## src/hw/rtl/lfofl_pkg.sv

```systemverilog
// Package for the LFO flanger: sizes, config register map, types and the
// quarter-wave sine table built at elaboration.
// No dependencies.
package lfofl_pkg;

  localparam int DELAY_DEPTH  = 1024;
  localparam int SINE_ENTRIES = 1024;

  localparam int ADDR_W    = $clog2(DELAY_DEPTH);
  localparam int PHASE_W   = $clog2(SINE_ENTRIES);
  localparam int QUARTER   = SINE_ENTRIES / 4;
  localparam int QIDX_W    = PHASE_W - 1;
  localparam int PROD_W    = 16 + PHASE_W;
  localparam int CFG_W     = 26;
  localparam int CFG_IDX_W = 3;

  typedef logic signed [15:0] sample_t;
  typedef logic [ADDR_W-1:0]  addr_t;

  typedef enum logic [CFG_IDX_W-1:0] {
    REG_DEPTH_GAIN,
    REG_AVERAGE_DELAY,
    REG_LFO_AMPLITUDE,
    REG_LFO_WRAP,
    REG_LFO_PHASE_STEP
  } reg_idx_t;

  localparam logic [16:0] DEPTH_GAIN_RST     = 17'd0;
  localparam logic [9:0]  AVERAGE_DELAY_RST  = 10'd250;
  localparam logic [8:0]  LFO_AMPLITUDE_RST  = 9'd240;
  localparam logic [16:0] LFO_WRAP_RST       = 17'd5000;
  localparam logic [25:0] LFO_PHASE_STEP_RST = 26'd13422;

  typedef struct packed {
    logic [16:0] depth_gain;
    logic [9:0]  average_delay;
    logic [8:0]  lfo_amplitude;
    logic [16:0] lfo_wrap;
    logic [25:0] lfo_phase_step;
  } cfg_t;

  typedef enum logic [2:0] {
    ST_IDLE,
    ST_PHASE,
    ST_SINE,
    ST_SCALE,
    ST_ADDR,
    ST_MIX,
    ST_OUT
  } state_t;

  typedef struct packed {
    logic accept;
    logic phase_en;
    logic sine_en;
    logic scale_en;
    logic addr_en;
    logic mix_en;
    logic load_out;
  } ctl_t;

  // Quarter-wave sine, Q1.15, entry j is round(32767*sin(2*pi*j/SINE_ENTRIES))
  // from a Taylor series in Q2.30.
  typedef logic [15:0] sine_rom_t [0:QUARTER];

  localparam logic [63:0] PI_Q30   = 64'd3373259426;
  localparam longint      ONE_Q30  = 64'sd1073741824;
  localparam logic [63:0] SINE_DIV = 64'(2 * SINE_ENTRIES);
  localparam logic [63:0] TAYLOR_DIV [1:6] = '{64'd6, 64'd20, 64'd42, 64'd72,
                                               64'd110, 64'd156};

  function automatic sine_rom_t build_sine();
    sine_rom_t   rom;
    logic [63:0] r;
    logic [63:0] x;
    logic [63:0] x2;
    logic [63:0] term;
    longint      sum;
    longint      v;
    for (int j = 0; j <= QUARTER; j++) begin
      r    = 64'(4 * j);
      x    = (PI_Q30 * r) / SINE_DIV;
      x2   = (x * x) >> 30;
      term = x;
      sum  = longint'(x);
      for (int i = 1; i <= 6; i++) begin
        term = (term * x2) >> 30;
        term = term / TAYLOR_DIV[i];
        if (i % 2 == 1) begin
          sum = sum - longint'(term);
        end else begin
          sum = sum + longint'(term);
        end
      end
      if (sum < 0) begin
        sum = 0;
      end
      if (sum > ONE_Q30) begin
        sum = ONE_Q30;
      end
      v = (sum * 32767 + (ONE_Q30 / 2)) >>> 30;
      if (v > 32767) begin
        v = 32767;
      end
      rom[j] = 16'(v);
    end
    return rom;
  endfunction

  localparam sine_rom_t SINE_ROM = build_sine();

endpackage

```

## src/hw/rtl/lfofl_regs.sv

```systemverilog
// Configuration registers of the LFO flanger, written by index.
// Depends on lfofl_pkg.
module lfofl_regs (
  input  logic                             clk,
  input  logic                             rst,
  input  logic                             cfg_wr_en,
  input  logic [lfofl_pkg::CFG_IDX_W-1:0]  cfg_index,
  input  logic [lfofl_pkg::CFG_W-1:0]      cfg_data,
  output lfofl_pkg::cfg_t                  cfg
);
  import lfofl_pkg::*;

  always_ff @(posedge clk) begin
    if (rst) begin
      cfg.depth_gain     <= DEPTH_GAIN_RST;
      cfg.average_delay  <= AVERAGE_DELAY_RST;
      cfg.lfo_amplitude  <= LFO_AMPLITUDE_RST;
      cfg.lfo_wrap       <= LFO_WRAP_RST;
      cfg.lfo_phase_step <= LFO_PHASE_STEP_RST;
    end else if (cfg_wr_en) begin
      case (cfg_index)
        REG_DEPTH_GAIN:     cfg.depth_gain     <= cfg_data[16:0];
        REG_AVERAGE_DELAY:  cfg.average_delay  <= cfg_data[9:0];
        REG_LFO_AMPLITUDE:  cfg.lfo_amplitude  <= cfg_data[8:0];
        REG_LFO_WRAP:       cfg.lfo_wrap       <= cfg_data[16:0];
        REG_LFO_PHASE_STEP: cfg.lfo_phase_step <= cfg_data[25:0];
        default: ;
      endcase
    end
  end

endmodule

```

## config.mk

```make
export PLATFORM = sky130hd
export DESIGN_NAME = lfofl_regs
export DESIGN_NICKNAME = d
export VERILOG_FILES = /design/src/hw/rtl/lfofl_pkg.sv /design/src/hw/rtl/lfofl_regs.sv
export SDC_FILE = /design/constraint.sdc
export NUM_CORES = 1
export LEC_CHECK = 0
export BUFFER_PORTS_ARGS = -buffer_cell sky130_fd_sc_hd__buf_4
export CORE_MARGIN = 5
export CORE_UTILIZATION = 49
export DETAILED_ROUTE_END_ITERATION = 6
export GPL_ROUTABILITY_DRIVEN = 0
export PLACE_DENSITY = 0.76
export RECOVER_POWER = 25
export SLEW_MARGIN = 10
export SYNTH_ARGS = -nofsm -noshare
export SYNTH_HDL_FRONTEND = slang
export SYNTH_SLANG_ARGS = --single-unit
export TNS_END_PERCENT = 20
```

## constraint.sdc

```tcl
create_clock -name clk -period 1.5 [get_ports clk]
set_input_delay 0.15 -clock clk [delete_from_list [all_inputs] [get_ports clk]]
set_output_delay 0.15 -clock clk [all_outputs]
set_load 0.01 [all_outputs]
```

Yosys cells after proc, flatten, opt, wreduce, memory -nomap -nowiden. Cells that the tools add are included.

Equal/unequal tests: 4. Reduce and logical (&&, ||, !) cells: 6.

Operators by type and width (number): AND reduction 2 bit (5); equality test 3 x 2 -> 1 bit, second input constant (2); equality test 3 x 1 -> 1 bit, second input constant (1); equality test 3 bit, second input constant (1); logical NOT 3 bit (1).

Register bits: 79.

Depth between registers and ports, before layout.
Depth after elaboration: 2. Gate-level depth with buffers: 5.

Worst setup path after synthesis. OpenSTA, ideal clock, no wires.

Path type: input to register. From: input cfg_index[0] in the netlist's numbering. To: register cfg[68] in the netlist's numbering. Arrival time: 0.984 ns. Setup slack: 0.390 ns. Data required time: 1.374 ns. Path buffers: 1. Stages: 3. Cells stage by stage: or4b_1 buf_2 mux2i_1.

Longest elaborated chain between the ends: 2.

RTL lines: start: declaration (RTL line lfofl_regs.sv:7) `input logic [lfofl_pkg::CFG_IDX_W-1:0] cfg_index,`; logical NOT 3 bit (RTL line lfofl_regs.sv:21) `case (cfg_index)`; AND reduction 2 bit (no source line); end: declaration (RTL line lfofl_regs.sv:9) `output lfofl_pkg::cfg_t cfg`.

No other way between the ends. A chain may end at the register's enable or synchronous reset.

Final worst setup path.
From: input cfg_index[2] in the netlist's numbering. To: register cfg[32] in the netlist's numbering.

Longest elaborated chain between the ends: 2.

RTL lines (RTL line): equality test 3 x 2 -> 1 bit (lfofl_regs.sv:21); AND reduction 2 bit (no source line).

No other way between the ends.

==> results.yml <==
yosys:
  ys_seq_elements: 79
  yosysWarningCount: 0
  syn-num-nets: 338
  yosysSeqAreaShare: 0.493
  ys_types: 13
  synth.avg_cell_area_um2: 10.5
  syn_area_um2: 3210
  synth_cells: 306
timing:
  maxSlewViolCount: 0
  relSlewSlack: 0.376
  fmaxAchievable_mhz: 855
  period_minus_slack_ns: 1.17
  skew_ns: 0
  final.setup.tns_ns: 0
  tightest_slew_ns: 0.936
  period_share: 0.780
  rsz0062_at_grt: "no"
  setup_violations: 0
  finalHoldViolCount: 0
layout:
  layout_commonest_cell: "buf_4"
  regMostFlops: "cfg"
  nets: 447
  final_util: 0.688
  mostFrequentLayoutCells: "buf_4 (114), nand2b_1 (82), mux2i_1 (79), dfxtp_1 (79), nor2_1 (35)"
  largest_reg_flops: 79
  largestRegisters: "cfg: 79 flops"
  drive_above_1_share: 0.317
  n_antenna_cell: 0
  area_delta_synth_final_pct: 36.3
route:
  dr_total_vias: 2459
  wl_per_cell_um: 15.3
  viasPerCell: 4.95
  drt_iter0_drc: 51
  drtAntennaViolNets: 0
  dr.pass1.iters: 4
  postRouteWirelength_um: 7610
  drc: 0
place:
  portBuffers: 110
  dp_hpwl_um: 5520
clock_tree:
  clk_pin_slew_ns: 0.08
  cts_buffers: 9
  postCtsSetupRepairBufs: 0
  insertion_delay_ns: 0.33
  cts_resized: 0
  tritoncts: "yes"
  ctsRootBufferMaster: "clkbuf_8"
  clock_path_buffers: 2
  htree_levels: 3
  cts_sinks: 79
  ctsHoldBuffers: 0
setup_path:
  critical_path.startpoint: "cfg_index[2]"
  r2r-start: "cfg[52]$_SDFFE_PP0P_"
  cp_cell_sequence: "buf_4 > and4b_1 > clkbuf_1 > mux2i_1"
  crit_buf_inv: 2
  cp.arrival_ns: 1.42
  crit_family: "buffers and inverters"
  end_kind: "flop"
  cp_max_fo: 9
  worst_setup_path_start_kind: "primary input"
  worst_path_max_delay_cell: "clkbuf_1"
  slowest_delay_ns: 0.60
  required_ns: 1.75
  criticalPathCategory: "in -> reg"
floorplan:
  die_area_um2: 8260
  num_rows: 29
  start_util: 0.505
  coreArea_um2: 6350
  ios: 111
  die_w_um: 90.9
  die_height_um: 90.9
grt:
  grt_pass1_wl_um: 12200
  antenna_found_initial: 0
  grt_pass1_vias: 2451
  grt.overflow.total: 0
  grt_start_max_net_pins: 47
  gr-usage-all-layers: 0.181
pwr:
  p_leak_uw: 0.00203
  ir_drop_mv: 0.677
  pwr_density_cell_nw_per_um2: 1020
outcome:
  status: "finished clean"
min_path:
  hold_class: "in -> reg"
  min_from: "cfg_data[22]"
flow_run:
  maxCapViolCount: 0
## final timing paths
| path | cells past startpoint | slack (ns) | end |
|---|---|---|---|
| setup / recovery | 4 | 0.33 | cfg[32]$_SDFFE_PP0P_ |
| hold / removal | 3 | 0.08 | cfg[22]$_SDFFE_PP0P_ |
| setup reg to reg | 2 | 0.80 | cfg[52]$_SDFFE_PP0P_ |
| hold reg to reg | 2 | 0.48 | cfg[23]$_SDFFE_PP0P_ |
## synth_stat cells, drive strengths merged
cell,instances,share of area
nand2b,82,0.16
dfxtp,79,0.49
mux2i,79,0.25
nor2,35,0.041
clkbuf,12,0.014
buf,10,0.016
nand4bb,3,0.011
nor4bb,2,0.0062
and4b,1,0.0031
nand4b,1,0.0027
nor4b,1,0.0027
or4b,1,0.0031
## routing by layer
layer  wire length, um  track usage  vias to the layer above
met1              3470        0.230                     1155
met3               411       0.0467                        8
met5                 0            0                        -
met2              3640        0.290                       67
met4                95       0.0733                        0
li1                  -            -                     1229
## cell type report
| class | count | area, um^2 |
|---|---|---|
| fill | 535 | 1980 |
| sequential | 79 | 1580 |
| multi-input combinational | 205 | 1540 |
| timing repair buffer | 120 | 913 |
| clock buffer | 13 | 149 |
| tap | 77 | 96.3 |
| clock inverter | 3 | 90.1 |
## per-stage QoR
| stage | setup WS [ns] | cell area (um^2) | hold slack, ns | power (uW) | cells |
|---|---|---|---|---|---|
| global route | 0.293 | 4370 | 0.0777 | 4610 | 497 |
| global placement | 0.193 | 4170 | 0.418 | 2620 | 481 |
| detailed placement | 0.192 | 4170 | 0.430 | 2630 | 481 |
| CTS | 0.503 | 4410 | 0.0648 | 4500 | 497 |
| floorplan | 0.390 | 3210 | 0.305 | 2420 | 306 |
| finish | 0.330 | 4370 | 0.0799 | 4440 | 497 |
## kinds of logic after synthesis
group / synth area share
buffers and inverters: 0.0304
flip-flops: 0.493
multiplexers: 0.247
AND/OR/NAND/NOR: 0.230
## worst register-to-register path, stage by stage (launching register included)
cell and delay [ns]:
dfxtp_1 0.35, nand2b_1 0.08, mux2i_1 0.19
## power breakdown
group / total (uW) / leakage (uW) / internal [uW] / switching [uW]
Combinational: 400 / 0.00128 / 216 / 184
Sequential: 2170 / 0.000640 / 2140 / 26.3
Clock: 1870 / 0.000118 / 1160 / 719
Total: 4440 / 0.00203 / 3510 / 928
(Power assumes the default switching activity.)
