--- src/hw/rtl/lfofl_pkg.sv ---
// Package for the LFO flanger: sizes, config register map, types and the
// quarter-wave sine table built at elaboration.
// No dependencies.
package lfofl_pkg;

  localparam int DELAY_DEPTH  = 1024;
  localparam int SINE_ENTRIES = 1024;

  localparam int ADDR_W    = $clog2(DELAY_DEPTH);
  localparam int PHASE_W   = $clog2(SINE_ENTRIES);
  localparam int QUARTER   = SINE_ENTRIES / 4;
  localparam int QIDX_W    = PHASE_W - 1;
  localparam int PROD_W    = 16 + PHASE_W;
  localparam int CFG_W     = 26;
  localparam int CFG_IDX_W = 3;

  typedef logic signed [15:0] sample_t;
  typedef logic [ADDR_W-1:0]  addr_t;

  typedef enum logic [CFG_IDX_W-1:0] {
    REG_DEPTH_GAIN,
    REG_AVERAGE_DELAY,
    REG_LFO_AMPLITUDE,
    REG_LFO_WRAP,
    REG_LFO_PHASE_STEP
  } reg_idx_t;

  localparam logic [16:0] DEPTH_GAIN_RST     = 17'd0;
  localparam logic [9:0]  AVERAGE_DELAY_RST  = 10'd250;
  localparam logic [8:0]  LFO_AMPLITUDE_RST  = 9'd240;
  localparam logic [16:0] LFO_WRAP_RST       = 17'd5000;
  localparam logic [25:0] LFO_PHASE_STEP_RST = 26'd13422;

  typedef struct packed {
    logic [16:0] depth_gain;
    logic [9:0]  average_delay;
    logic [8:0]  lfo_amplitude;
    logic [16:0] lfo_wrap;
    logic [25:0] lfo_phase_step;
  } cfg_t;

  typedef enum logic [2:0] {
    ST_IDLE,
    ST_PHASE,
    ST_SINE,
    ST_SCALE,
    ST_ADDR,
    ST_MIX,
    ST_OUT
  } state_t;

  typedef struct packed {
    logic accept;
    logic phase_en;
    logic sine_en;
    logic scale_en;
    logic addr_en;
    logic mix_en;
    logic load_out;
  } ctl_t;

  // Quarter-wave sine, Q1.15, entry j is round(32767*sin(2*pi*j/SINE_ENTRIES))
  // from a Taylor series in Q2.30.
  typedef logic [15:0] sine_rom_t [0:QUARTER];

  localparam logic [63:0] PI_Q30   = 64'd3373259426;
  localparam longint      ONE_Q30  = 64'sd1073741824;
  localparam logic [63:0] SINE_DIV = 64'(2 * SINE_ENTRIES);
  localparam logic [63:0] TAYLOR_DIV [1:6] = '{64'd6, 64'd20, 64'd42, 64'd72,
                                               64'd110, 64'd156};

  function automatic sine_rom_t build_sine();
    sine_rom_t   rom;
    logic [63:0] r;
    logic [63:0] x;
    logic [63:0] x2;
    logic [63:0] term;
    longint      sum;
    longint      v;
    for (int j = 0; j <= QUARTER; j++) begin
      r    = 64'(4 * j);
      x    = (PI_Q30 * r) / SINE_DIV;
      x2   = (x * x) >> 30;
      term = x;
      sum  = longint'(x);
      for (int i = 1; i <= 6; i++) begin
        term = (term * x2) >> 30;
        term = term / TAYLOR_DIV[i];
        if (i % 2 == 1) begin
          sum = sum - longint'(term);
        end else begin
          sum = sum + longint'(term);
        end
      end
      if (sum < 0) begin
        sum = 0;
      end
      if (sum > ONE_Q30) begin
        sum = ONE_Q30;
      end
      v = (sum * 32767 + (ONE_Q30 / 2)) >>> 30;
      if (v > 32767) begin
        v = 32767;
      end
      rom[j] = 16'(v);
    end
    return rom;
  endfunction

  localparam sine_rom_t SINE_ROM = build_sine();

endpackage

--- src/hw/rtl/lfofl_ctrl.sv ---
// Sequencer stepping one item through phase, sine, scale, address, mix and
// output steps. Depends on lfofl_pkg.
module lfofl_ctrl (
  input  logic             clk,
  input  logic             rst,
  input  logic             in_valid,
  input  logic             out_valid,
  input  logic             out_ready,
  output logic             in_ready,
  output lfofl_pkg::ctl_t  ctl
);
  import lfofl_pkg::*;

  state_t state;
  state_t state_next;
  logic   out_free;

  assign out_free = !out_valid || out_ready;

  always_ff @(posedge clk) begin
    if (rst) begin
      state <= ST_IDLE;
    end else begin
      state <= state_next;
    end
  end

  always_comb begin
    state_next = state;
    case (state)
      ST_IDLE:  if (in_valid) state_next = ST_PHASE;
      ST_PHASE: state_next = ST_SINE;
      ST_SINE:  state_next = ST_SCALE;
      ST_SCALE: state_next = ST_ADDR;
      ST_ADDR:  state_next = ST_MIX;
      ST_MIX:   state_next = ST_OUT;
      ST_OUT:   if (out_free) state_next = ST_IDLE;
      default:  state_next = ST_IDLE;
    endcase
  end

  always_comb begin
    in_ready     = (state == ST_IDLE);
    ctl          = '0;
    ctl.accept   = (state == ST_IDLE) && in_valid;
    ctl.phase_en = (state == ST_PHASE);
    ctl.sine_en  = (state == ST_SINE);
    ctl.scale_en = (state == ST_SCALE);
    ctl.addr_en  = (state == ST_ADDR);
    ctl.mix_en   = (state == ST_MIX);
    ctl.load_out = (state == ST_OUT) && out_free;
  end

endmodule

--- config.mk ---
export PLATFORM = sky130hd
export DESIGN_NAME = lfofl_ctrl
export DESIGN_NICKNAME = d
export VERILOG_FILES = /design/src/hw/rtl/lfofl_pkg.sv /design/src/hw/rtl/lfofl_ctrl.sv
export SDC_FILE = /design/constraint.sdc
export NUM_CORES = 1
export LEC_CHECK = 0
export BUFFER_PORTS_ARGS = -buffer_cell sky130_fd_sc_hd__buf_2
export CORE_AREA = 2 2 39 41
export CTS_BUF_LIST = sky130_fd_sc_hd__clkbuf_8
export CTS_CLUSTER_SIZE = 30
export DETAILED_ROUTE_END_ITERATION = 8
export DIE_AREA = 0 0 41 43
export PLACE_DENSITY = 0.46
export REMOVE_ABC_BUFFERS = 1
export SLEW_MARGIN = 30
export SYNTH_ARGS = -nofsm -noshare
export SYNTH_HDL_FRONTEND = slang
export SYNTH_SLANG_ARGS = --single-unit
export TNS_END_PERCENT = 1
--- constraint.sdc ---
create_clock -name clk -period 1.1 [get_ports clk]
set_clock_uncertainty 0.05 [all_clocks]
set_input_delay 0.22 -clock clk [delete_from_list [all_inputs] [get_ports clk]]
set_output_delay 0.22 -clock clk [all_outputs]
set_load 0.05 [all_outputs]
# Word-level counts from Yosys, hierarchy flattened
# Index checks and enable logic that the tools add are counted.
# word_totals
reg_bits	3
input_bits	5
elab_cells	18
# op_classes
eq_ne	8
n_mux	3
reduce_logical	6
# op_table
cell	count
one-hot mux 3 bit (7 select lines)	1
equality test 3 bit, second input constant	3
equality test 3 x 2 -> 1 bit, second input constant	2
2-to-1 mux 3 bit	2
inequality test 2 bit, second input constant	2
equality test 3 x 1 -> 1 bit, second input constant	1
logical NOT 3 bit	1
logical AND 1 bit	2
AND reduction 2 bit	1
logical NOT 1 bit	1
logical OR 1 bit	1

# Depth between registers and ports, before layout
# logic_depth
ltp_word	4
ltp_mapped	3
depth_no_buf	2

# Least setup slack after synthesis
# Ideal clock, no wire load.
# synth_timing
kind	reg2out
start	reg state[1]
end	out ctl[4] (netlist bit)
t_arrival_ps	1596
required_time_ps	830
path_slack_ps	-766
stages_incl_launch_ff	3
path_buffers	1
path_cell_list	dfxtp_1 -> buf_6 -> nor3b_1
# synth_rtl
item	line_no	rtl
start, declared	lfofl_ctrl.sv:14	state_t state;
start signal, assigned	lfofl_ctrl.sv:24	state <= state_next;
end, declared	lfofl_ctrl.sv:10	output lfofl_pkg::ctl_t ctl

==> metrics.txt <==
status=finished, violations left; failing checks=negative setup slack; multiplexer area fraction after synthesis=0%; max reg flops=3; Die Wd=just over 40 µm; Max-slew headroom=80.7%; # IOs=13; Yosys cell types=17; compound-gate portion of the synthesized area=approximately 14%; crit-path max FO=5; initial antenna violation count=0; grt total ovfl=0; total number of vias=274; Synth Area in Simple Gates=41.5%; gr usage total=9.33%; most frequent CP cell=buf_6; CTS Hold Bufs=0; mapped cell area=about 240 µm²; Final min period=1380 ps; synth warn=0; Nets=56; RSZ-0062 raised after global routing=yes; synthesized flop and latch total=3; Routed WL=591 µm; Seq/Total Area, Yosys=about a quarter; synthesized area per cell=8.71 µm²; Clock power frac=44.2%; clk slew on worst S/H paths=30 ps; largest family of logic cells by synthesized area=simple AND/OR/NAND/NOR gates; routability cong.=0.704; Sw Pwr=233 µW; Switching Share=33.0%; H-Tree Depth=1; final hold slack=between 150 and 200 ps; Leak=0.227 nW; required time of the critical path=just over 800 ps; total power=706 µW; Die ar.=between 1500 and 2000 µm²; xor and xnor fraction of the mapped netlist area=0%; worst skew pair latency=220 ps; dpl hpwl=402 µm; largest net degree at the start of global routing=10; residual DRC count=0; PD cells=1450 nW/µm²; Core Area=1380 µm²; Syn Inst Count=27; IO Port Bufs=12; Rows=14; Finish-stage setup viols=8; crit-path max cell delay=350 ps; CP Class=flop to primary output; 1st-iter DRT viols=0; Reg with most FFs=state; Max VDD drop=0.000371 V; biggest regs=state (3); Final Slew Violations=0; Final Hold Viols=0; diode count=0; CP endpoint kind=primary output; Layout fillers=144; CP Cell Sequence=buf_6 > nor3_4 > and2_1 > buf_6; wire per inst=roughly 9.0 µm; CTS tree=done; arrival time at the worst endpoint=1110 ps; Reg power frac=20.1%; clock sinks=3; Gate power share=between 30% and 40%; Highest Clock Rate=0.724 GHz; Hold WC Path Type=input pin to flop; Top delay family on crit path=flip-flops; Tcrit/Tclk final=126%; Via density=4.15; starting density of the core=17.0%; first-pass GRT wire length=between 1000 and 1500 µm; ANT nets after route=0; worst slew pin tran=289 ps; Area Overhead vs Synth=106%; critical path buffer and inverter count=2; DR pass1 iterations=1; layout cell share with drive strength beyond 1=66.0%; Max Root-Sink Buffers=2; CTS buffer count=3; Die Y=43 µm; vias in the first global route=264; Int Power=around 470 µW; Critical Path Start Type=flop; Slowest-stage cell, CP=dfxtp_4; Worst Slack Setup Final=-282 ps; Synth Area in Adders=0%; max cap viols=0; clk root buf=clkbuf_8
[synth_stat cells, drive strengths merged]
cell type / instances / share of area (%)
nand4bb: 1 / 4.8
nor2b: 1 / 2.7
nor3b: 1 / 3.2
or2: 1 / 2.7
inv: 3 / 4.8
nor3: 4 / 13
a2111oi: 1 / 6.4
nand2b: 1 / 2.7
o2111a: 1 / 4.8
buf: 3 / 14
and2: 1 / 2.7
nand2: 2 / 3.2
nand3b: 1 / 3.2
dfxtp: 3 / 26
nor2: 2 / 3.2
a31oi: 1 / 2.7
[power by group through the flow]
stage	Combinational [mW]	Clock, mW	Sequential, mW
finish	0.252	0.312	0.142
global route	0.266	0.332	0.145
CTS	0.242	0.319	0.142
detailed placement	0.200	0	0.143
global placement	0.200	0	0.143
floorplan	0.129	0	0.143
[worst reg2reg max path, delay by kind of cell (launching register included)]
kind / cells / cell delay (ps)
flip-flops: 1 / 400
AO/OA/AOI/OAI: 1 / 170
buffers and inverters: 3 / 290
AND/OR/NAND/NOR: 1 / 90
[timing repair]
item	CTS	global route
hold endpoints to repair	0	0
endpoints found under the setup margin	8	8
setup buffers	2	1
pin swaps	1	0
gates resized for setup	24	3
[cells by family (layout without fill, tap and decap cells)]
kind of cell / Yosys count / after routing
simple gates: 15 / 15
buf+inv: 6 / 29
flops: 3 / 3
compound gates: 3 / 3
[metal layers]
layer | routed length (µm) | vias to the layer above | global-route usage [%]
li1 | - | 138 | -
met1 | 258 | 127 | 12.2
met2 | 303 | 7 | 9.69
met3 | 15 | 2 | 3.14
met4 | 14 | 0 | 12.0
met5 | 0 | - | 0
[worst paths after layout]
kind | from | end | slack [ps] | cells past startpoint
worst max register to register | state[2]$_SDFFE_PP0P_ | state[2]$_SDFFE_PP0P_ | 20 | 5
worst min-delay path | rst | state[2]$_SDFFE_PP0P_ | 150 | 2
worst min register to register | state[2]$_SDFFE_PP0P_ | state[0]$_SDFFE_PP0P_ | 470 | 1
worst max-delay path | state[0]$_SDFFE_PP0P_ | ctl[6] | -280 | 4
[layout make-up]
| type | count | area [µm²] | area share, % |
|---|---|---|---|
| inverters | 3 | 11.3 | 2.32 |
| repair buffers | 22 | 189 | 38.9 |
| clock inverters | 1 | 3.75 | 0.773 |
| flip-flops and latches | 3 | 71.3 | 14.7 |
| well taps | 16 | 20.0 | 4.12 |
| clock buffers | 3 | 41.3 | 8.51 |
| multi-input cells | 18 | 149 | 30.7 |
[stage by stage]
stage / setup slack (ps) / TNS [ps] / cell area [µm²] / cells / util, %
after floorplan: -851 / -4070 / 201 / 24 / -
after global placement: -248 / -1290 / 334 / 59 / 24.1
after detailed placement: -240 / -1240 / 334 / 59 / 24.1
after CTS: -273 / -1880 / 468 / 65 / 33.8
after global routing: -322 / -2200 / 485 / 66 / 35.1
final: -282 / -1830 / 485 / 66 / 35.1
[placed cells by master, fill, tap and decap left out, drive strengths merged, types with 2 or more instances in the layout]
master,count
buf,22
inv,4
nor3,4
clkbuf,3
dfxtp,3
nand2,2
nor2,2
No activity file was read; power rests on OpenSTA's default activity.
